File: src/cda_pkg.sv
// Shared types, widths and calendar helpers for the date arithmetic unit.
package cda_pkg;

  localparam int OP_W   = 2;
  localparam int DAY_W  = 5;
  localparam int MON_W  = 4;
  localparam int YEAR_W = 12;
  localparam int CNT_W  = 16;
  localparam int DIFF_W = 17;

  localparam logic [OP_W-1:0] OP_ADD  = 2'd0;
  localparam logic [OP_W-1:0] OP_SUB  = 2'd1;
  localparam logic [OP_W-1:0] OP_DIFF = 2'd2;

  localparam int DAYS_COMMON   = 365;
  localparam int DAYS_LEAP     = 366;
  localparam int YEARS_CENTURY = 100;
  localparam int YEARS_CYCLE   = 400;
  localparam int MONTHS        = 12;

  typedef enum logic [2:0] {
    RES_DATE,
    RES_LOW,
    RES_HIGH,
    RES_DIFF,
    RES_BAD
  } res_kind_t;

  typedef struct packed {
    logic      load;
    logic      ts_init;
    logic      sel_b;
    logic      walk_reset;
    logic      year_add;
    logic      year_sub;
    logic      month_add;
    logic      month_sub;
    logic      add_day;
    logic      apply_count;
    logic      save_a;
    logic      res_write;
    res_kind_t kind;
  } cda_cmd_t;

  typedef struct packed {
    logic [OP_W-1:0] op;
    logic            ya_ok;
    logic            yb_ok;
    logic            ya_below;
    logic            ts_year_go;
    logic            ts_month_go;
    logic            acc_neg;
    logic            acc_high;
    logic            fs_year_go;
    logic            fs_month_go;
  } cda_stat_t;

  function automatic logic [DAY_W-1:0] month_days(input logic [MON_W-1:0] mon,
                                                  input logic leap);
    logic [DAY_W-1:0] d;
    case (mon) inside
      4'd2: d = leap ? 5'd29 : 5'd28;
      4'd4, 4'd6, 4'd9, 4'd11: d = 5'd30;
      default: d = 5'd31;
    endcase
    return d;
  endfunction

  // Elaboration-time only.
  function automatic bit is_leap(input int y);
    return (y % YEARS_CYCLE == 0) || ((y % YEARS_CENTURY != 0) && (y % 4 == 0));
  endfunction

  // Days from first-01-01 to the end of year last.
  function automatic int span_days(input int first, input int last);
    int s;
    s = 0;
    for (int y = first; y <= last; y++) begin
      s += is_leap(y) ? DAYS_LEAP : DAYS_COMMON;
    end
    return s;
  endfunction

endpackage

File: src/cda_ctrl.sv
// Sequencer for the date unit: walks the datapath through serial conversion.
module cda_ctrl (
  input  logic                clk,
  input  logic                rst,
  input  logic                in_valid,
  output logic                in_ready,
  output logic                out_valid,
  input  logic                out_ready,
  input  cda_pkg::cda_stat_t  stat,
  output cda_pkg::cda_cmd_t   cmd
);

  typedef enum logic [3:0] {
    S_IDLE,
    S_DISPATCH,
    S_TS_YEAR,
    S_TS_MONTH,
    S_TS_DAY,
    S_SER_DONE,
    S_APPLY,
    S_CHECK,
    S_FS_YEAR,
    S_FS_MONTH,
    S_RESULT
  } state_t;

  state_t              state, state_next;
  logic                second, second_next;
  cda_pkg::res_kind_t  kind, kind_next;

  assign in_ready = (state == S_IDLE);

  always_comb begin
    state_next  = state;
    second_next = second;
    kind_next   = kind;
    cmd         = '0;
    unique case (state)
      S_IDLE: begin
        if (in_valid) begin
          cmd.load   = 1'b1;
          state_next = S_DISPATCH;
        end
      end
      S_DISPATCH: begin
        second_next = 1'b0;
        unique case (stat.op) inside
          cda_pkg::OP_ADD, cda_pkg::OP_SUB: begin
            if (!stat.ya_ok) begin
              kind_next  = stat.ya_below ? cda_pkg::RES_LOW : cda_pkg::RES_HIGH;
              state_next = S_RESULT;
            end else begin
              cmd.ts_init = 1'b1;
              state_next  = S_TS_YEAR;
            end
          end
          cda_pkg::OP_DIFF: begin
            if (!(stat.ya_ok && stat.yb_ok)) begin
              kind_next  = cda_pkg::RES_BAD;
              state_next = S_RESULT;
            end else begin
              cmd.ts_init = 1'b1;
              state_next  = S_TS_YEAR;
            end
          end
          default: begin
            kind_next  = cda_pkg::RES_BAD;
            state_next = S_RESULT;
          end
        endcase
      end
      S_TS_YEAR: begin
        if (stat.ts_year_go) cmd.year_add = 1'b1;
        else state_next = S_TS_MONTH;
      end
      S_TS_MONTH: begin
        if (stat.ts_month_go) cmd.month_add = 1'b1;
        else state_next = S_TS_DAY;
      end
      S_TS_DAY: begin
        cmd.add_day = 1'b1;
        state_next  = S_SER_DONE;
      end
      S_SER_DONE: begin
        if (stat.op == cda_pkg::OP_DIFF) begin
          if (!second) begin
            // hold serial of A, then convert B
            cmd.save_a  = 1'b1;
            cmd.ts_init = 1'b1;
            cmd.sel_b   = 1'b1;
            second_next = 1'b1;
            state_next  = S_TS_YEAR;
          end else begin
            kind_next  = cda_pkg::RES_DIFF;
            state_next = S_RESULT;
          end
        end else begin
          state_next = S_APPLY;
        end
      end
      S_APPLY: begin
        cmd.apply_count = 1'b1;
        cmd.walk_reset  = 1'b1;
        state_next      = S_CHECK;
      end
      S_CHECK: begin
        if (stat.acc_neg) begin
          kind_next  = cda_pkg::RES_LOW;
          state_next = S_RESULT;
        end else if (stat.acc_high) begin
          kind_next  = cda_pkg::RES_HIGH;
          state_next = S_RESULT;
        end else begin
          state_next = S_FS_YEAR;
        end
      end
      S_FS_YEAR: begin
        if (stat.fs_year_go) cmd.year_sub = 1'b1;
        else state_next = S_FS_MONTH;
      end
      S_FS_MONTH: begin
        if (stat.fs_month_go) begin
          cmd.month_sub = 1'b1;
        end else begin
          kind_next  = cda_pkg::RES_DATE;
          state_next = S_RESULT;
        end
      end
      S_RESULT: begin
        cmd.kind = kind;
        // wait for the output register to free up
        if (!out_valid || out_ready) begin
          cmd.res_write = 1'b1;
          state_next    = S_IDLE;
        end
      end
      default: state_next = S_IDLE;
    endcase
  end

  always_ff @(posedge clk) begin
    if (rst) begin
      state     <= S_IDLE;
      second    <= 1'b0;
      kind      <= cda_pkg::RES_BAD;
      out_valid <= 1'b0;
    end else begin
      state  <= state_next;
      second <= second_next;
      kind   <= kind_next;
      if (cmd.res_write) out_valid <= 1'b1;
      else if (out_ready) out_valid <= 1'b0;
    end
  end

endmodule

File: src/cda_dp.sv
// Datapath for the date unit: serial accumulator, year/month walker, result register.
module cda_dp #(
  parameter int FIRST_YEAR = 1900,
  parameter int LAST_YEAR  = 2200
) (
  input  logic                          clk,
  input  logic [cda_pkg::OP_W-1:0]      opcode,
  input  logic [cda_pkg::DAY_W-1:0]     day_a,
  input  logic [cda_pkg::MON_W-1:0]     month_a,
  input  logic [cda_pkg::YEAR_W-1:0]    year_a,
  input  logic [cda_pkg::DAY_W-1:0]     day_b,
  input  logic [cda_pkg::MON_W-1:0]     month_b,
  input  logic [cda_pkg::YEAR_W-1:0]    year_b,
  input  logic [cda_pkg::CNT_W-1:0]     day_count,
  input  cda_pkg::cda_cmd_t             cmd,
  output cda_pkg::cda_stat_t            stat,
  output logic [cda_pkg::DAY_W-1:0]     day_out,
  output logic [cda_pkg::MON_W-1:0]     month_out,
  output logic [cda_pkg::YEAR_W-1:0]    year_out,
  output logic [cda_pkg::DIFF_W-1:0]    day_difference,
  output logic                          invalid
);

  localparam int YW = ($clog2(LAST_YEAR + 1) > cda_pkg::YEAR_W) ?
                      $clog2(LAST_YEAR + 1) : cda_pkg::YEAR_W;
  localparam int TOTAL    = cda_pkg::span_days(FIRST_YEAR, LAST_YEAR);
  localparam int SER_SPAN = (LAST_YEAR - FIRST_YEAR + 1) * cda_pkg::DAYS_LEAP
                            + (1 << cda_pkg::CNT_W) + (1 << cda_pkg::DAY_W);
  localparam int SW = $clog2(SER_SPAN) + 1;

  localparam logic [YW-1:0] FY = YW'(FIRST_YEAR);
  localparam logic [YW-1:0] LY = YW'(LAST_YEAR);
  localparam logic [6:0]    R100_INIT = 7'(FIRST_YEAR % cda_pkg::YEARS_CENTURY);
  localparam logic [8:0]    R400_INIT = 9'(FIRST_YEAR % cda_pkg::YEARS_CYCLE);
  localparam logic [6:0]    R100_LAST = 7'(cda_pkg::YEARS_CENTURY - 1);
  localparam logic [8:0]    R400_LAST = 9'(cda_pkg::YEARS_CYCLE - 1);
  localparam logic signed [SW-1:0] TOTAL_S = SW'(TOTAL);
  localparam logic [cda_pkg::MON_W-1:0] DEC = cda_pkg::MON_W'(cda_pkg::MONTHS);

  // captured beat
  logic [cda_pkg::OP_W-1:0]   op_q;
  logic [cda_pkg::DAY_W-1:0]  day_a_q, day_b_q;
  logic [cda_pkg::MON_W-1:0]  month_a_q, month_b_q;
  logic [cda_pkg::YEAR_W-1:0] year_a_q, year_b_q;
  logic [cda_pkg::CNT_W-1:0]  cnt_q;

  logic                       use_b;
  logic signed [SW-1:0]       acc, acc_next, sa;
  logic [YW-1:0]              yr;
  logic [6:0]                 r100;
  logic [8:0]                 r400;
  logic [cda_pkg::MON_W-1:0]  mon;

  logic                       leap;
  logic signed [SW-1:0]       ylen, mlen, day_m1, cnt_s, day_plus, dsub, dabs;
  logic [YW-1:0]              ya_w, yb_w, tgt_year;
  logic [cda_pkg::MON_W-1:0]  mraw, tgt_mon;
  logic [cda_pkg::DAY_W-1:0]  day_sel;

  always_ff @(posedge clk) begin
    if (cmd.load) begin
      op_q      <= opcode;
      day_a_q   <= day_a;
      month_a_q <= month_a;
      year_a_q  <= year_a;
      day_b_q   <= day_b;
      month_b_q <= month_b;
      year_b_q  <= year_b;
      cnt_q     <= day_count;
    end
  end

  assign leap = (r400 == '0) || ((r100 != '0) && (yr[1:0] == 2'b00));
  assign ylen = leap ? SW'(cda_pkg::DAYS_LEAP) : SW'(cda_pkg::DAYS_COMMON);
  assign mlen = SW'(cda_pkg::month_days(mon, leap));

  assign ya_w     = YW'(year_a_q);
  assign yb_w     = YW'(year_b_q);
  assign tgt_year = use_b ? yb_w : ya_w;
  assign mraw     = use_b ? month_b_q : month_a_q;
  assign day_sel  = use_b ? day_b_q : day_a_q;
  assign day_m1   = SW'(day_sel) - SW'(1);
  assign cnt_s    = SW'(cnt_q);

  always_comb begin
    if (mraw == '0) tgt_mon = cda_pkg::MON_W'(1);
    else if (mraw > DEC) tgt_mon = DEC;
    else tgt_mon = mraw;
  end

  always_comb begin
    acc_next = acc;
    if (cmd.ts_init) acc_next = '0;
    else if (cmd.year_add) acc_next = acc + ylen;
    else if (cmd.year_sub) acc_next = acc - ylen;
    else if (cmd.month_add) acc_next = acc + mlen;
    else if (cmd.month_sub) acc_next = acc - mlen;
    else if (cmd.add_day) acc_next = acc + day_m1;
    else if (cmd.apply_count) acc_next = (op_q == cda_pkg::OP_SUB) ? acc - cnt_s : acc + cnt_s;
  end

  always_ff @(posedge clk) begin
    acc <= acc_next;
    if (cmd.ts_init) use_b <= cmd.sel_b;
    if (cmd.save_a) sa <= acc;
    if (cmd.ts_init || cmd.walk_reset) begin
      yr   <= FY;
      r100 <= R100_INIT;
      r400 <= R400_INIT;
      mon  <= cda_pkg::MON_W'(1);
    end else begin
      if (cmd.year_add || cmd.year_sub) begin
        yr   <= yr + YW'(1);
        r100 <= (r100 == R100_LAST) ? '0 : r100 + 7'd1;
        r400 <= (r400 == R400_LAST) ? '0 : r400 + 9'd1;
      end
      if (cmd.month_add || cmd.month_sub) mon <= mon + cda_pkg::MON_W'(1);
    end
  end

  always_comb begin
    stat             = '0;
    stat.op          = op_q;
    stat.ya_ok       = (ya_w >= FY) && (ya_w <= LY);
    stat.yb_ok       = (yb_w >= FY) && (yb_w <= LY);
    stat.ya_below    = (ya_w < FY);
    stat.ts_year_go  = (yr < tgt_year);
    stat.ts_month_go = (mon < tgt_mon);
    stat.acc_neg     = acc[SW-1];
    stat.acc_high    = (acc >= TOTAL_S);
    stat.fs_year_go  = (yr < LY) && (acc >= ylen);
    stat.fs_month_go = (mon < DEC) && (acc >= mlen);
  end

  assign day_plus = acc + SW'(1);
  assign dsub     = sa - acc;
  assign dabs     = dsub[SW-1] ? -dsub : dsub;

  always_ff @(posedge clk) begin
    if (cmd.res_write) begin
      unique case (cmd.kind)
        cda_pkg::RES_DATE: begin
          day_out        <= day_plus[cda_pkg::DAY_W-1:0];
          month_out      <= mon;
          year_out       <= yr[cda_pkg::YEAR_W-1:0];
          day_difference <= '0;
          invalid        <= 1'b0;
        end
        cda_pkg::RES_LOW: begin
          day_out        <= cda_pkg::DAY_W'(1);
          month_out      <= cda_pkg::MON_W'(1);
          year_out       <= FY[cda_pkg::YEAR_W-1:0];
          day_difference <= '0;
          invalid        <= 1'b1;
        end
        cda_pkg::RES_HIGH: begin
          day_out        <= cda_pkg::DAY_W'(31);
          month_out      <= DEC;
          year_out       <= LY[cda_pkg::YEAR_W-1:0];
          day_difference <= '0;
          invalid        <= 1'b1;
        end
        cda_pkg::RES_DIFF: begin
          day_out        <= '0;
          month_out      <= '0;
          year_out       <= '0;
          day_difference <= dabs[cda_pkg::DIFF_W-1:0];
          invalid        <= 1'b0;
        end
        default: begin
          day_out        <= '0;
          month_out      <= '0;
          year_out       <= '0;
          day_difference <= '0;
          invalid        <= 1'b1;
        end
      endcase
    end
  end

endmodule

File: src/calendar_date_arithmetic.sv
// Top level of the Gregorian date add/subtract/difference unit.
// Dates are handled as day serials counted from FIRST_YEAR-01-01, built and
// taken apart by a walker that steps one year, then one month, per clock.
// Add or subtract builds the serial of date A by walking its years and months,
// applies the day count, then walks years and months again to take the result
// apart; a result that leaves the range skips the second walk. A difference
// builds the serials of both dates the same way and returns their distance.
// Inputs with a year out of range, and opcode 3, skip the walks and go straight
// to the result. A finished result also waits for the output register to free
// up. One beat is in flight at a time; a finished result sits in the output
// register while the next beat is taken in.
module calendar_date_arithmetic #(
  parameter int FIRST_YEAR = 1900,
  parameter int LAST_YEAR  = 2200
) (
  input  logic                          clk,
  input  logic                          rst,
  input  logic                          in_valid,
  output logic                          in_ready,
  input  logic [cda_pkg::OP_W-1:0]      opcode,
  input  logic [cda_pkg::DAY_W-1:0]     day_a,
  input  logic [cda_pkg::MON_W-1:0]     month_a,
  input  logic [cda_pkg::YEAR_W-1:0]    year_a,
  input  logic [cda_pkg::DAY_W-1:0]     day_b,
  input  logic [cda_pkg::MON_W-1:0]     month_b,
  input  logic [cda_pkg::YEAR_W-1:0]    year_b,
  input  logic [cda_pkg::CNT_W-1:0]     day_count,
  output logic                          out_valid,
  input  logic                          out_ready,
  output logic [cda_pkg::DAY_W-1:0]     day_out,
  output logic [cda_pkg::MON_W-1:0]     month_out,
  output logic [cda_pkg::YEAR_W-1:0]    year_out,
  output logic [cda_pkg::DIFF_W-1:0]    day_difference,
  output logic                          invalid
);

  cda_pkg::cda_cmd_t  cmd;
  cda_pkg::cda_stat_t stat;

  cda_ctrl u_ctrl (
    .clk       (clk),
    .rst       (rst),
    .in_valid  (in_valid),
    .in_ready  (in_ready),
    .out_valid (out_valid),
    .out_ready (out_ready),
    .stat      (stat),
    .cmd       (cmd)
  );

  cda_dp #(
    .FIRST_YEAR (FIRST_YEAR),
    .LAST_YEAR  (LAST_YEAR)
  ) u_dp (
    .clk            (clk),
    .opcode         (opcode),
    .day_a          (day_a),
    .month_a        (month_a),
    .year_a         (year_a),
    .day_b          (day_b),
    .month_b        (month_b),
    .year_b         (year_b),
    .day_count      (day_count),
    .cmd            (cmd),
    .stat           (stat),
    .day_out        (day_out),
    .month_out      (month_out),
    .year_out       (year_out),
    .day_difference (day_difference),
    .invalid        (invalid)
  );

endmodule

File: config.mk
export PLATFORM = sky130hd
export DESIGN_NAME = calendar_date_arithmetic
export DESIGN_NICKNAME = d
export VERILOG_FILES = /design/src/cda_pkg.sv /design/src/cda_ctrl.sv /design/src/cda_dp.sv /design/src/calendar_date_arithmetic.sv
export SDC_FILE = /design/constraint.sdc
export NUM_CORES = 1
export LEC_CHECK = 0
export BUFFER_PORTS_ARGS = -buffer_cell sky130_fd_sc_hd__buf_2
export CORE_ASPECT_RATIO = 1.25
export CORE_MARGIN = 1
export CORE_UTILIZATION = 31
export DETAILED_ROUTE_END_ITERATION = 12
export GPL_ROUTABILITY_DRIVEN = 0
export SLEW_MARGIN = 20
export SYNTH_ARGS = -nofsm -noshare
export SYNTH_HDL_FRONTEND = slang
export SYNTH_SLANG_ARGS = --single-unit
File: constraint.sdc
create_clock -name clk -period 5.64 [get_ports clk]
set_input_delay 0.846 -clock clk [delete_from_list [all_inputs] [get_ports clk]]
set_output_delay 0.846 -clock clk [all_outputs]
set_load 0.03 [all_outputs]
# --- Word-level counts from Yosys, hierarchy flattened ---
# Cells that the tools add are included.
word_totals:
  word_cells: 189
  ram_bits: 0
  input_bits: 64
  latch_bits: 0
  mem_bits_ro: 0
  ff_bits: 179
  n_memories: 0
  output_inout_bits: 41
op_classes:
  reduce_logical: 30
  n_lt_le_gt_ge: 13
  bitwise: 0
  addsub: 15
  div: 0
  multipliers: 0
  n_mux: 74
  eq_ne: 33
  n_shift: 0
op_table:
  columns: ["cell", "n"]
  rows:
  - ["two-way mux 19 bit", 7]
  - ["two-way mux 4 bit", 14]
  - ["case mux 4 bit (11 select lines)", 1]
  - ["adder 19 x 6 -> 19 bit", 2]
  - ["case mux 12 bit (3 select lines)", 1]
  - ["== test 4 x 3 -> 1 bit (second input constant)", 6]
  - [">= comparator 12 x 11 -> 1 bit (second input constant)", 2]
  - ["less-or-equal comparator 12 bit (second input constant)", 2]
  - ["two-way mux 1 bit", 24]
  - ["two-way mux 3 bit", 7]
  - ["== test 4 bit (second input constant)", 5]
  - ["adder 19 x 10 -> 19 bit", 1]
  - ["adder 19 x 17 -> 19 bit", 1]
  - [">= comparator 19 x 10 -> 1 bit", 1]
  - [">= comparator 19 x 18 -> 1 bit (second input constant)", 1]
  - [">= comparator 19 x 6 -> 1 bit", 1]
  - ["subtractor 19 x 10 -> 19 bit", 1]
  - ["subtractor 19 x 17 -> 19 bit", 1]
  - ["subtractor 19 bit", 1]
  - ["subtractor 19 x 6 -> 19 bit", 1]
  - ["two-way mux 17 bit", 1]
  - ["negator 17 bit", 1]
  - ["case mux 5 bit (3 select lines)", 1]
  - ["adder 12 x 1 -> 12 bit (second input constant)", 1]
  - ["49 further kinds", 81]

# --- Depth between registers and ports, before layout ---
# Gate-level depths: netlist of run 1.
logic_depth:
  word_depth: 13
  mapped_depth: 20
  depth_no_buf: 20

# --- Hierarchy ---
# From an unflattened synthesis of run 1, not the netlist that was laid out.
hier_totals:
  cells_unflattened: 1487
  hier_area_um2: 13351.6
by_module_without_submodules:
  columns: ["mod", "area_each_um2", "seq_area_each_um2", "cells_per_inst", "n_inst"]
  rows:
  - ["cda_dp", 12562.0, 4594.4, 1392, 1]
  - ["cda_ctrl", 789.5, 180.2, 95, 1]

# --- Worst setup path after synthesis of run 1 ---
# OpenSTA, ideal clock, no wires.
synth_timing:
  kind: "reg-to-reg"
  start: "reg u_dp.r100[2]"
  end: "reg u_dp.acc[18]"
  setup_ps: 116
  path_slack_ps: 1387
  path_buffers: 0
  stages_incl_launch_ff: 18
  arrival_ps: 4136
  period_less_slack_ps: 4253
  required_ps: 5524
  path_cell_list: "dfxtp_1 -> or3_1 -> or4b_2 -> a21oi_1 -> nand2_1 -> nand2_1 -> o21ai_0 -> ha_1 -> fa_1 -> nor4_1 -> nor3_1 -> nand2_1 -> nor2_1 -> xor2_1 -> a221oi_1 -> a311oi_1 -> a21o_1 -> a31o_2"
synth_via:
  elab_chain_len: 13
  word_cells_on_any_way: 23
  cone_classes: "add/sub: 4; order compare: 2; mux: 11; reduce/logical: 6"
synth_rtl:
  columns: ["element", "line_no", "rtl"]
  rows:
  - ["start: declaration", "cda_dp.sv:50", "logic [6:0] r100;"]
  - ["start signal: assignment", "cda_dp.sv:114", "r100 <= (r100 == R100_LAST) ? '0 : r100 + 7'd1;"]
  - ["nonzero test 7 bit *", "cda_dp.sv:73", "assign leap = (r400 == '0) || ((r100 != '0) && (yr[1:0] == 2'b00));"]
  - ["logical AND 1 bit *", "cda_dp.sv:73", null]
  - ["logical OR 1 bit *", "cda_dp.sv:73", null]
  - ["two-way mux 1 bit", "cda_pkg.sv:62", "4'd2: d = leap ? 5'd29 : 5'd28;"]
  - ["two-way mux 5 bit", "cda_pkg.sv:61", "case (mon) inside"]
  - [">= comparator 19 x 6 -> 1 bit", "cda_dp.sv:132", "stat.fs_month_go = (mon < DEC) && (acc >= mlen);"]
  - ["logical AND 1 bit", "cda_dp.sv:132", null]
  - ["two-way mux 1 bit", "cda_ctrl.sv:122", "if (stat.fs_month_go) begin"]
  - ["two-way mux 1 bit", "cda_ctrl.sv:38", "unique case (state)"]
  - ["two-way mux 19 bit", "cda_dp.sv:97", "else if (cmd.month_sub) acc_next = acc - mlen;"]
  - ["two-way mux 19 bit", "cda_dp.sv:96", "else if (cmd.month_add) acc_next = acc + mlen;"]
  - ["two-way mux 19 bit", "cda_dp.sv:95", "else if (cmd.year_sub) acc_next = acc - ylen;"]
  - ["two-way mux 19 bit", "cda_dp.sv:94", "else if (cmd.year_add) acc_next = acc + ylen;"]
  - ["end signal: assignment", "cda_dp.sv:103", "acc <= acc_next;"]
  - ["end: declaration", "cda_dp.sv:48", "logic signed [SW-1:0] acc, acc_next, sa;"]
# Every way passes the cells marked *; elsewhere a longest branch is shown, timed or not.
# A chain may end at the register's enable or synchronous reset.

# --- Worst setup path in the final report of run 1 ---
layout_timing:
  start: "reg u_dp.r100[2]"
  end: "reg u_dp.r100[4]"
layout_via:
  elab_chain_len: 9
  word_cells_on_any_way: 12
  cone_classes: "add/sub: 1; order compare: 1; eq/ne: 1; mux: 4; reduce/logical: 5"
layout_rtl:
  columns: ["element", "line_no", "rtl"]
  rows:
  - ["nonzero test 7 bit", "cda_dp.sv:73", null]
  - ["logical AND 1 bit", "cda_dp.sv:73", null]
  - ["logical OR 1 bit", "cda_dp.sv:73", null]
  - ["two-way mux 2 bit", "cda_dp.sv:74", "assign ylen = leap ? SW'(cda_pkg::DAYS_LEAP) : SW'(cda_pkg::DAYS_COMMON);"]
  - [">= comparator 19 x 10 -> 1 bit", "cda_dp.sv:131", "stat.fs_year_go = (yr < LY) && (acc >= ylen);"]
  - ["logical AND 1 bit", "cda_dp.sv:131", null]
  - ["two-way mux 1 bit", "cda_ctrl.sv:118", "if (stat.fs_year_go) cmd.year_sub = 1'b1;"]
  - ["two-way mux 1 bit", "cda_ctrl.sv:38", null]
  - ["logical OR 1 bit", "cda_dp.sv:112", "if (cmd.year_add || cmd.year_sub) begin"]
# Parallel ways exist; a longest one is shown, timed or not.

==> results.md, run 1 <==
Cells and area:
- The layout-stage area growth over the synthesis result is 13.1%.
- The ratio of cells with drive above 1 in the final layout is around an eighth.
- The layout has 4128 filler cells.
- Summing all multi-input logic gate instances after layout gives about 7500 um2.
- The final design instance area without fill is roughly 14000 um2.
- In the final layout, flip-flops and latches occupy about 4800 um2.
- The final net count is 1650.

Setup path:
- The worst register-to-register path begins at u_dp.r100[2]$_SDFFE_PP0P_.
- STA classifies the critical path endpoint as a flop.
- The endpoint identified for the worst register-to-register timing path is u_dp.r100[4]$_SDFFE_PP0P_.
- At the worst endpoint, the arrival time is around 5400 ps.
- The path depth of the worst reg2reg path is 15.
- The launching element type of the critical path is a flop.
- The register-to-register path setup slack is 550 ps.
- The worst setup path category is flop to flop.
- The top fanout value on the critical path is 21.
- Data on the critical path is required at its endpoint by ~6000 ps.

Die:
- The starting density of the core is a little under a third.
- The row count is 82.
- The area of the die is between 40000 and 50000 um2.
- The floorplan step defined a core boundary enclosing slightly above 40000 um2.
- The die span in y is approximately 230 um.
- The count of boundary I/O pins is about 110.
- The floorplan step set the die width to roughly 180 um.

Timing:
- The final setup skew is around 16 ps.
- Setup total negative slack on the finished layout was measured at 0 ps.
- Setup repair after global routing left no endpoint under its margin.
- The count of pins over their slew limit is 0.
- At the pin with the least slew margin, the transition time is approximately 1000 ps.
- Static timing analysis puts the maximum clock frequency at slightly below 200 MHz.
- The count of final setup violators is 0.
- The relative slew slack is between 30% and 40%.
- The final cycle utilization of the critical path is around nine tenths.
- The final hold violation count is 0.
- The minimum clock period after layout is 5090 ps.
- In the post-route analysis, the smallest setup slack over all paths is around 550 ps.

Global routing:
- The via count of the first global-routing pass came to ~11000.
- The global routing usage summed across all routing layers is around 16%.
- After global routing the overflow that remains totals 0.
- Entering global routing, the biggest net connects 61 pins.
- The number of antenna violations at the first check in global routing is 1.
- The first global-routing pass estimated between 50 and 60 mm of wire.

Clock tree:
- Clock latency on the worst-skew pair, taken at its later pin, is roughly 460 ps.
- For this design, the sink count on the clock tree is 179.
- The number of clock buffers added by TritonCTS is 17.
- After clock tree synthesis, the repair step resized 0 gates.
- The number of H-tree branching levels is 4.
- Once the clock tree was built, the setup fixing pass inserted 0 buffers.
- The cell sitting at the root of the clock tree is a sky130_fd_sc_hd__clkbuf_16.
- TritonCTS built the clock tree.
- The total of hold buffers inserted after clock tree synthesis is 0.
- Clock-pin slew was measured on the worst setup and hold paths at around 70 ps.
- The buffer levels on the longest clock path is 2.

Logic synthesis:
- The leading cell type by number of instances after synthesis is sky130_fd_sc_hd__nor2_1.
- After synthesis, the netlist uses 89 different library cells.
- For this run, the number of Yosys warnings is 0.
- The post-synthesis area per instance is 8.87 um2.
- The proportion of register bits with asynchronous set or reset after synthesis is 0%.
- After synthesis the netlist holds a flip-flop and latch count of around 180.
- The number of flops mapped to enable cells by yosys is 119.
- The commonest register cell after synthesis is sky130_fd_sc_hd__edfxtp_1.
- The number of nets in the synthesized netlist is 1582.
- For this run, the register share of the synthesized area comes to between 30% and 40%.
- After technology mapping, the gate count stands at around 1400.
- After synthesis, the cell types taking the most area are sky130_fd_sc_hd__edfxtp_1 (28%), sky130_fd_sc_hd__dfxtp_1 (9.4%), sky130_fd_sc_hd__ha_1 (7.2%).
- After synthesis the cells add up to ~13000 um2.
- Sorting the synthesized cells by how often they occur yields sky130_fd_sc_hd__nor2_1 (149), sky130_fd_sc_hd__nand2_1 (124), sky130_fd_sc_hd__edfxtp_1 (119).
- After synthesis, the largest area contributor takes up 28.0% of total cell area.
- The biggest area consumer among synthesized cells is sky130_fd_sc_hd__edfxtp_1.

Route:
- The DRC marker count from the first detailed-route iteration is between 800 and 900.
- The number of detailed-route iterations in the first pass is 5.
- The count of nets left with antenna violations once routing finished came out at 0.
- In the routed design, unresolved DRC markers number 0.
- Dividing the detail-routed via count by the number of cells gives about 5.4.
- The routed wire length is 34.0 mm.
- The detailed-route via count is about 11000.
- Dividing the detail-routed wire length by the instance count gives roughly 16 um.

Min path:
- Along the worst hold path, the cell count comes to 2.
- For hold timing, the worst endpoint is u_ctrl.kind[0]$_SDFFE_PP0P_.
- The startpoint identified for the worst hold timing path is u_ctrl.kind[0]$_SDFFE_PP0P_.
- The path class of the tightest hold or removal check is flop to flop.

Placement:
- The final HPWL from detailed placement is between 20 and 30 mm.
- The instance area at placement is approximately 14000 um2.
- The number of buffers added on ports is ~100.
- Prior to clock tree synthesis, the placed netlist has a worst setup slack of 605 ps.

Pwr:
- The power density over the cells is ~570 nW/um2.
- The peak supply drop is about 0.0003 V.
- The leakage component of the power is ~0.0055 uW.

Job:
- The count of max-cap constraint violations is 0.

Outcome:
- The run finished with clean final reports.
-- layout make-up --
type | count | share of cell area, %
Clock buffer | 20 | 3.46
Antenna cell | 1 | 0.0173
Tap cell | 546 | 4.73
Timing Repair Buffer | 125 | 4.70
Sequential cell | 179 | 33.1
Multi-Input combinational cell | 1128 | 51.7
Clock inverter | 12 | 0.849
Inverter | 56 | 1.46
-- registers in the layout, indices dropped and copies added (netlist names), 7 cells and up --
signal	cells
u_dp.r400	9
u_dp.yb_w	12
u_dp.acc	19
u_dp.sa	19
u_dp.yr	12
u_dp.cnt_q	16
u_dp.r100	7
u_dp.year_out	12
u_dp.ya_w	12
u_dp.day_difference	17
-- how the worst max path moves through the flow --
stage | slack, ps | from | endpoint | cells after the start
6_report | 550 | u_dp.r100[2]$_SDFFE_PP0P_ | u_dp.r100[4]$_SDFFE_PP0P_ | 15
3_3_place_gp | 740 | u_dp.r100[2]$_SDFFE_PP0P_ | u_dp.r100[4]$_SDFFE_PP0P_ | 15
3_5_place_dp | 610 | u_dp.r100[2]$_SDFFE_PP0P_ | u_dp.r100[4]$_SDFFE_PP0P_ | 15
2_1_floorplan | 1390 | u_dp.r100[2]$_SDFFE_PP0P_ | u_dp.acc[18]$_SDFFE_PP0P_ | 17
4_1_cts | 590 | u_dp.r100[2]$_SDFFE_PP0P_ | u_dp.r100[4]$_SDFFE_PP0P_ | 15
5_1_grt | 180 | u_dp.r100[2]$_SDFFE_PP0P_ | u_dp.r100[5]$_SDFFE_PP0P_ | 15
-- cell families (layout without fill, tap and decap cells) --
family / count (synthesis) / in the layout / share of synthesized area, %
AND/OR/NAND/NOR: 507 / 507 / 19.5
adder cells (fa/ha/maj): 79 / 79 / 8.09
buffers and inverters: 132 / 213 / 4.15
other: 0 / 1 / 0
AO/OA/AOI/OAI: 406 / 406 / 21.3
XOR/XNOR: 110 / 110 / 7.54
flip-flops: 179 / 179 / 37.4
multiplexers: 26 / 26 / 2.05
-- power breakdown --
part / internal (uW) / leakage (uW) / switching, uW
sequential: 1790 / 0.00164 / 559
clock: 701 / 0.000308 / 563
combinational: 1850 / 0.00352 / 2710
-- per-layer routing --
metal / GRT usage [%] / vias up / routed length (um)
li1: - / 5486 / -
met1: 21.8 / 5208 / 15500
met2: 26.4 / 371 / 15800
met3: 2.93 / 67 / 1760
met4: 6.17 / 0 / 965
met5: 0 / - / 0
-- stage by stage --
step	utilization, %	cells	hold slack [ps]	power (uW)
floorplan	-	1439	406	5700
global placement	34.3	2034	485	6780
detailed placement	34.3	2034	494	6840
CTS	35.8	2066	507	8130
global route	35.8	2067	531	8830
finish	35.8	2067	502	8170
-- cells in the final DEF (no fill, tap or decap), types with 54 or more instances in the layout --
cell type / n
sky130_fd_sc_hd__nor2_1: 149
sky130_fd_sc_hd__nand2_1: 124
sky130_fd_sc_hd__edfxtp_1: 119
sky130_fd_sc_hd__buf_2: 104
sky130_fd_sc_hd__o21ai_0: 92
sky130_fd_sc_hd__a21oi_1: 91
sky130_fd_sc_hd__xnor2_1: 76
sky130_fd_sc_hd__ha_1: 73
sky130_fd_sc_hd__dfxtp_1: 60
sky130_fd_sc_hd__inv_1: 54
-- critical path: stages (launching register included) --
cell	delay (ps)
sky130_fd_sc_hd__dfxtp_1	370
sky130_fd_sc_hd__or3_1	420
sky130_fd_sc_hd__or4b_2	640
sky130_fd_sc_hd__a21oi_1	500
sky130_fd_sc_hd__inv_1	180
sky130_fd_sc_hd__ha_1	370
sky130_fd_sc_hd__o21bai_1	190
sky130_fd_sc_hd__a21o_1	230
sky130_fd_sc_hd__a31oi_1	160
sky130_fd_sc_hd__o21a_2	280
sky130_fd_sc_hd__or2_4	360
sky130_fd_sc_hd__nand2_1	340
sky130_fd_sc_hd__buf_4	290
sky130_fd_sc_hd__nand4_1	130
sky130_fd_sc_hd__o21ai_0	400
sky130_fd_sc_hd__nor2_1	100
No activity file was read; power rests on OpenSTA's default activity.
==> run 2: changes to the inputs <==
ABC_AREA = 1   (was unset)
==> results.md, run 2 <==
Setup path:
- The register-to-register path setup slack came to 1070 ps (+530 ps).
- The worst path arrival time came to 4920 ps (-500 ps).
- On the critical path, the stage with the largest delay is an instance of sky130_fd_sc_hd__o311ai_0.
- The highest cell delay on the worst timing path is 480 ps (-160 ps).
- The data required time at the worst endpoint is 5990 ps (+20 ps).
- The endpoint identified for the worst register-to-register timing path is u_dp.acc[18]$_SDFFE_PP0P_.
- The top fanout value on the critical path is 24 (+14%).
- The most critical setup path has its endpoint at u_dp.acc[18]$_SDFFE_PP0P_.
- The worst setup path is captured at a flop.
- The critical path starts at u_dp.op_q[1]$_DFFE_PP_.
- STA classifies the critical path startpoint as a flop.
- The worst setup path category is flop to flop.
- The startpoint identified for the worst register-to-register timing path is u_dp.op_q[1]$_DFFE_PP_.
- The cell that appears most often on the critical path is sky130_fd_sc_hd__nand2_1.
- The path depth of the worst reg2reg path is 31 (+16).

Logic synthesis:
- The number of different library cells in the post-synthesis netlist is 64 (-28%).
- The number of nets in the synthesized netlist was 1851 (+17%).
- By area the synthesized netlist is led by sky130_fd_sc_hd__edfxtp_1 (27%), sky130_fd_sc_hd__nand2_1 (9.2%), sky130_fd_sc_hd__dfxtp_1 (9.2%).
- The sequential element share of the synthesized area is 36.5% (-0.89 points).
- The total of warnings raised by yosys is 0 (unchanged).
- The synthesized netlist cell count is 1708 (+19%).
- The area fraction of the dominant cell type after synthesis is 27.3% (-0.67 points).
- The biggest area consumer among synthesized cells is sky130_fd_sc_hd__edfxtp_1.
- The commonest register cell after synthesis is sky130_fd_sc_hd__edfxtp_1.
- The synthesized flop and latch total was 179 (unchanged).
- The most common cell in the synthesized netlist is sky130_fd_sc_hd__nand2_1.
- The number of flops mapped to enable cells by yosys came to 119 (unchanged).
- The cell area after synthesis came to 13100 um2 (+2.4%).
- The post-synthesis area per instance was 7.66 um2 (-14%).
- In the synthesized netlist, the cells that appear most often are sky130_fd_sc_hd__nand2_1 (321), sky130_fd_sc_hd__inv_1 (205), sky130_fd_sc_hd__nor2_1 (147).
- The proportion of register bits with asynchronous set or reset after synthesis came to 0% (unchanged).

Timing:
- The hold slack is 497 ps (-5.59 ps).
- The actual slew at the worst max-slew pin is 936 ps (-40.6 ps).
- The final setup skew came to 10.1 ps (-6.03 ps).
- The count of pins over their slew limit came to 0 (unchanged).
- The minimum clock period after layout is 4570 ps (-525 ps).
- The final cycle utilization of the critical path was 81.0% (-9.3 points).
- Setup repair after global routing left no endpoint under its margin.
- The relative slew slack came to 37.2% (+2.3 points).
- The count of final setup violators came to 0 (unchanged).
- The maximum operating frequency came to 219 MHz (+12%).
- The final hold violation count is 0 (unchanged).
- The final worst setup slack is 1070 ps (+525 ps).
- The final sum of negative setup slack is 0 ps (unchanged).

Clock tree:
- The total of hold buffers inserted after clock tree synthesis is 0 (unchanged).
- The number of gates resized after cts was 0 (unchanged).
- The clock latency on the worst-skew pair came to 460 ps (about the same).
- The buffer levels on the longest clock path is 2 (unchanged).
- The number of H-tree branching levels was 4 (unchanged).
- The clock-pin transition on the worst setup and hold timing paths is 70 ps (about the same).
- The root buffer cell is sky130_fd_sc_hd__clkbuf_16.
- The clock tree from TritonCTS is yes.
- The number of setup buffers added after CTS is 0 (unchanged).
- The number of buffers inserted during clock tree synthesis was 17 (unchanged).
- The number of sinks handled by clock tree synthesis is 179 (unchanged).

Cells and area:
- The ratio of cells with drive above 1 in the final layout is 12.2% (+0.14 points).
- The register area is 4770 um2 (unchanged).
- The final net count is 1937 (+17%).
- The final core utilization is 35.7% (-0.077 points).
- The total area of multi-input combinational cells is 7200 um2 (-3.6%).
- The largest registers in the layout are u_dp.acc: 19 flops, u_dp.sa: 19 flops, u_dp.day_difference: 17 flops.
- In the layout the commonest cells are sky130_fd_sc_hd__nand2_1 (321), sky130_fd_sc_hd__inv_1 (205), sky130_fd_sc_hd__nor2_1 (145).
- The antenna cell count is 0 (-1).
- From synthesis to final layout, the design area changed by 12.9%.
- The count of filler cells inserted in the layout is 4398 (+6.5%).
- The most common cell after layout, fill and taps aside is sky130_fd_sc_hd__nand2_1.
- The final design instance area without fill was 14800 um2 (+2.3%).

Outcome:
- The flow ran to the end, and the final reports show no timing, DRC or antenna violations.

Min path:
- The start point of the worst hold path is u_dp.r400[0]$_SDFFE_PP0P_.
- The worst hold path cell count is 2 (unchanged).
- The type of the worst min-delay path is flop to flop.

Job:
- The count of max-cap constraint violations is 0 (unchanged).

Die:
- The count of boundary I/O pins is 105 (unchanged).
- The placeable core area is 41300 um2 (+2.5%).
- The die span in y came to 232 um (+1.2%).
- The row count is 83 (+1.2%).
- The x dimension of the die was 186 um (+1.2%).
- The starting density of the core was 31.6% (about the same).
- The area of the die is 43000 um2 (+2.4%).

Route:
- The number of detailed-route iterations in the first pass is 5 (unchanged).
- The detailed-route via count was 11600 (+4.4%).
- The mean number of vias per cell is 4.93 (-8.5%).
- The routed length per placed instance is 14.3 um (-13%).
- The residual antenna-violating net count after detailed routing is 0 (unchanged).
- The routed wire length is 33.8 mm (-0.44%).
- The DRC violation count after routing is 0 (unchanged).
- The DRC marker count from the first detailed-route iteration came to 766 (-13%).

Global routing:
- The largest net degree at the start of global routing came to 61 (unchanged).
- The via count of the first global-routing pass is 11200 (+5.0%).
- The global routing usage summed across all routing layers is 16.2% (-0.22 points).
- The total congestion overflow is 0 (unchanged).
- The global-route wire length before repair is 55.6 mm (+0.42%).
- The number of antenna violations at the first check in global routing is 0 (-1).

Pwr:
- The net load switching power is 4310 uW (+12%).
- The combinational power share is 58.9% (+3.1 points).
- The peak supply drop is 0.000321 V (+7.8%).
- The design internal power came to 4320 uW (-0.39%).
- The switching fraction of total power is 49.9% (+3.0 points).
- The leakage component of the power is 0.00652 uW (+19%).
- The share of total power in the clock network is 14.6% (-0.9 points).
- The power density over the cells is 584 nW/um2 (+3.2%).
- The relative contribution of sequential cells to total power is 26.5% (-2.2 points).

Placement:
- The number of buffers added on ports is 104 (unchanged).
- The instance area at placement is 14100 um2 (+2.3%).
- The post-placement worst setup slack is 1080 ps (+473 ps).
- The final HPWL from detailed placement is 26.2 mm (+1.3%).
[run 2: cell types whose count changed after synthesis, sizes merged, moves of 17 or more]
cell	delta
inv	+167
xor2	+50
clkbuf	-31
o21ai	+75
nand2	+211
a211oi	-26
nand2b	-27
and3	-17
xnor2	-62
mux2i	-21
a21oi	+48
o211ai	+17
nand3	+66
[run 2: worst min-delay path by stage]
| stage | endpoint | slack, ps |
|---|---|---|
| 6_report | u_dp.r400[0]$_SDFFE_PP0P_ | 500 |
| 5_1_grt | u_dp.ya_w[1]$_DFFE_PP_ | 540 |
| 4_1_cts | u_dp.r400[0]$_SDFFE_PP0P_ | 490 |
| 3_5_place_dp | u_dp.r400[0]$_SDFFE_PP0P_ | 480 |
| 3_3_place_gp | u_dp.r400[0]$_SDFFE_PP0P_ | 470 |
| 2_1_floorplan | u_dp.sa[18]$_DFFE_PP_ | 410 |
[run 2: cell families after synthesis]
| family | count (synthesis) | share of synthesized area (%) |
|---|---|---|
| AO/OA/AOI/OAI | 386 | 16.7 |
| XOR/XNOR | 98 | 6.56 |
| adder cells (fa/ha/maj) | 79 | 7.90 |
| buffers and inverters | 277 | 8.60 |
| flip-flops | 179 | 36.5 |
| multiplexers | 4 | 0.306 |
| AND/OR/NAND/NOR | 685 | 23.5 |
[run 2: final cells by class]
class	instances	share of cell area (%)
sequential	179	32.3
tap	552	4.67
clock buffer	18	2.90
multi-input combinational	1252	48.8
clock inverter	14	1.20
timing repair buffer	116	4.27
inverter	228	5.87
[run 2: power groups by stage]
stage          sequential (uW)  combinational, uW  clock (uW)
6_report                  2290               5090        1260
5_1_grt                   2330               5780        1340
4_1_cts                   2270               5050        1290
3_5_place_dp              2300               5020           0
3_3_place_gp              2290               4930           0
2_1_floorplan             2120               4020           0
[run 2: metrics by stage]
step           std cells  total power, uW
3_5_place_dp        2326             7320
6_report            2359             8630
4_1_cts             2358             8610
2_1_floorplan       1708             6140
5_1_grt             2359             9450
3_3_place_gp        2326             7220
[run 2: per-layer routing]
layer | share of wire [%] | wire length [um] | GRT usage, % | up-vias
met1 | 47 | 15900 | 21.1 | 5361
met3 | 4.4 | 1470 | 2.17 | 34
li1 | - | - | - | 5942
met2 | 47 | 15900 | 27.5 | 282
met4 | 1.6 | 553 | 5.02 | 0
met5 | 0 | 0 | 0 | -
[run 2: worst max-delay path: cells and delay by family, from the launching register on]
family                   cells  cell delay (ps)
buffers and inverters        5              560
adder cells (fa/ha/maj)      1              360
XOR/XNOR                     1              160
AO/OA/AOI/OAI                4              680
flip-flops                   1              470
AND/OR/NAND/NOR             20             2220
==> run 3: changes to the inputs <==
ABC_AREA = 0   (was 1)
clock period = 4.5 ns   (was 5.64 ns; I/O delays follow)
==> results.md, run 3 (synthesis gave the netlist of run 1 again) <==
Cells and area:
- The library cell used most frequently in the layout, excluding fill and tap cells, is sky130_fd_sc_hd__nor2_1.
- The final core utilization came to 36.9% (+1.2 points).
- In the final layout, the registers with the most flip-flops are u_dp.acc: 19 flops, u_dp.sa: 19 flops, u_dp.day_difference: 17 flops.
- The final net count is 1705 (-12%).
- In the layout the commonest cells are sky130_fd_sc_hd__nor2_1 (147), sky130_fd_sc_hd__nand2_1 (122), sky130_fd_sc_hd__edfxtp_1 (119).
- From synthesis to final layout, the design area changed by 16.6%.
- The antenna cell count is 0 (unchanged).
- The ratio of cells with drive above 1 in the final layout is 16.3% (+4.1 points).
- The final design instance area without fill is 14900 um2 (+0.78%).

Timing:
- The count of pins over their slew limit is 0 (unchanged).
- The relative slew slack is 27.9% (-9.4 points).
- The count of final setup violators came to 0 (unchanged).
- The final setup skew came to 11.7 ps (+1.57 ps).
- The final worst setup slack was 206 ps (-865 ps).
- The actual slew at the worst max-slew pin is 1070 ps (+139 ps).
- The maximum operating frequency is 233 MHz (+6.4%).
- The hold slack is 388 ps (-109 ps).
- The final cycle utilization of the critical path is 95.4% (+14 points).
- The minimum clock period after layout came to 4290 ps (-275 ps).
- The final hold violation count is 0 (unchanged).

Global routing:
- The met2 global-route usage came to 27.1% (-0.33 points).
- The total congestion overflow is 0 (unchanged).
- The met1 layer usage reported by global route came to 21.9% (+0.79 points).
- The number of antenna violations at the first check in global routing was 0 (unchanged).
- The global-route wire length before repair is 55.8 mm (+0.42%).
- The met3 layer usage reported by global route came to 2.55% (+0.38 points).
- The largest net degree at the start of global routing is 42 (-31%).
- met2 is the most crowded layer.
- The via count of the first global-routing pass came to 10700 (-4.4%).
- The global routing usage summed across all routing layers is 16.6% (+0.44 points).

Clock tree:
- The number of sinks handled by clock tree synthesis was 179 (unchanged).
- The number of buffers inserted during clock tree synthesis was 17 (unchanged).
- The buffer levels on the longest clock path was 2 (unchanged).
- The total of hold buffers inserted after clock tree synthesis is 0 (unchanged).
- The clock latency on the worst-skew pair is 460 ps (about the same).
- The clock-pin transition on the worst setup and hold timing paths is 80 ps (about the same).
- The root buffer cell is sky130_fd_sc_hd__clkbuf_16.
- The number of H-tree branching levels is 4 (unchanged).
- The clock tree from TritonCTS is yes.

Die:
- The starting density of the core is 31.7% (about the same).
- The area of the die is 42000 um2 (-2.4%).
- The row count is 82 (-1.2%).
- The die span in y is 229 um (-1.2%).
- The count of boundary I/O pins is 105 (unchanged).
- The x dimension of the die was 184 um (-1.2%).
- The placeable core area is 40300 um2 (-2.4%).

Route:
- The number of detailed-route iterations in the first pass is 6 (+1).
- The residual antenna-violating net count after detailed routing was 0 (unchanged).
- The routed wire length is 35.2 mm (+4.0%).
- The detailed-route via count was 11500 (-1.2%).
- The routed length per placed instance is 16.6 um (+16%).
- The mean number of vias per cell is 5.41 (+9.9%).
- The DRC marker count from the first detailed-route iteration is 797 (+4.0%).
- The DRC violation count after routing is 0 (unchanged).

Setup path:
- Traced cell by cell, the critical path runs through or3_4 > or4b_2 > a21oi_1 > buf_4 > inv_1 > ha_1 > o21bai_1 > a21o_1 > a31oi_4 > o21a_4 > or2_2 > a211oi_2 > and3_1 > xnor2_1 > nor2_1.
- The path depth of the worst reg2reg path was 15 (-52%).
- The cell depth of the worst setup path is 15 (-52%).
- For this design, the slowest cell found on the critical path is sky130_fd_sc_hd__or4b_2.
- The critical path in this run is classified as flop to flop.
- The kind of cell with the highest combined delay on the critical path is simple AND/OR/NAND/NOR gates.
- STA classifies the critical path startpoint as a flop.
- The top fanout value on the critical path is 6 (-75%).
- The highest cell delay on the worst timing path is 640 ps (+160 ps).
- The data required time at the worst endpoint was 4810 ps (-1180 ps).
- The category of the worst setup path capture point is a flop.
- The worst path arrival time was 4600 ps (-320 ps).
- The total buffers and inverters traversed by the critical path was 2 (-3).

Job:
- The count of max-cap constraint violations came to 0 (unchanged).

Pwr:
- The power density over the cells is 702 nW/um2 (+20%).
- The leakage component of the power is 0.00571 uW (-12%).
- The peak supply drop is 0.000311 V (-3.0%).

Placement:
- The number of buffers added on ports is 104 (unchanged).
- The instance area at placement is 14200 um2 (+0.49%).
- The final HPWL from detailed placement is 26.9 mm (+2.6%).
- The post-placement worst setup slack was 128 ps (-950 ps).

Outcome:
- The flow ran to the end, and the final reports show no timing, DRC or antenna violations.

Min path:
- The type of the worst min-delay path is primary input to flop.
- The worst hold path cell count was 1 (-1).
## run 3: changes by cell type in the layout (fill, tap and decap cells not counted), sizes merged, moves of 50 or more
cell   before  now
xor2       84   34
o21ai     170   95
nand2     335  124
nand3     106   40
xnor2      14   76
buf       116  179
inv       225   61
## run 3: layout make-up
type,count,area [um2]
fillers,4048,25400
multi-input cells,1129,7590
flip-flops and latches,179,4770
repair buffers,179,1080
well taps,546,683
clock buffers,20,448
inverters,56,210
clock inverters,12,95.1
## run 3: worst register-to-register path, delay by kind of cell, from the launching register on
family / cells / cell delay (ps)
AND/OR/NAND/NOR: 5 / 1700
adder cells (fa/ha/maj): 1 / 310
flip-flops: 1 / 370
AO/OA/AOI/OAI: 6 / 1410
buffers and inverters: 2 / 250
XOR/XNOR: 1 / 110
## run 3: final timing paths
path / from / to / slack [ps]
max: u_dp.r100[2]$_SDFFE_PP0P_ / u_dp.yr[7]$_SDFFE_PP0P_ / 210
min: day_count[5] / u_dp.cnt_q[5]$_DFFE_PP_ / 390
max reg2reg: u_dp.r100[2]$_SDFFE_PP0P_ / u_dp.yr[7]$_SDFFE_PP0P_ / 210
min reg2reg: u_ctrl.kind[0]$_SDFFE_PP0P_ / u_ctrl.kind[0]$_SDFFE_PP0P_ / 490
## run 3: metal layers
| metal | wire length (um) | share of wire, % |
|---|---|---|
| met1 | 15600 | 44 |
| met2 | 16500 | 47 |
| met3 | 2010 | 5.7 |
| met4 | 1000 | 2.8 |
| met5 | 0 | 0 |
## run 3: where the power goes
part           switching [uW]  internal, uW  leakage, uW
clock                     698           735     0.000275
combinational            3720          2570      0.00380
sequential                484          2240      0.00164
## run 3: metrics by stage
step | instances | setup TNS (ps) | power (uW)
6_report | 2121 | 0 | 10500
5_1_grt | 2121 | -0.435 | 11300
4_1_cts | 2117 | 0 | 10300
3_5_place_dp | 2085 | 0 | 8800
3_3_place_gp | 2085 | 0 | 8700
2_1_floorplan | 1439 | 0 | 7150
## run 3: timing repair
item | 4_1_cts | 5_1_grt
endpoints found under the setup margin | 0 | 26
gates resized for setup | 0 | 29
buffers inserted | 0 | 3
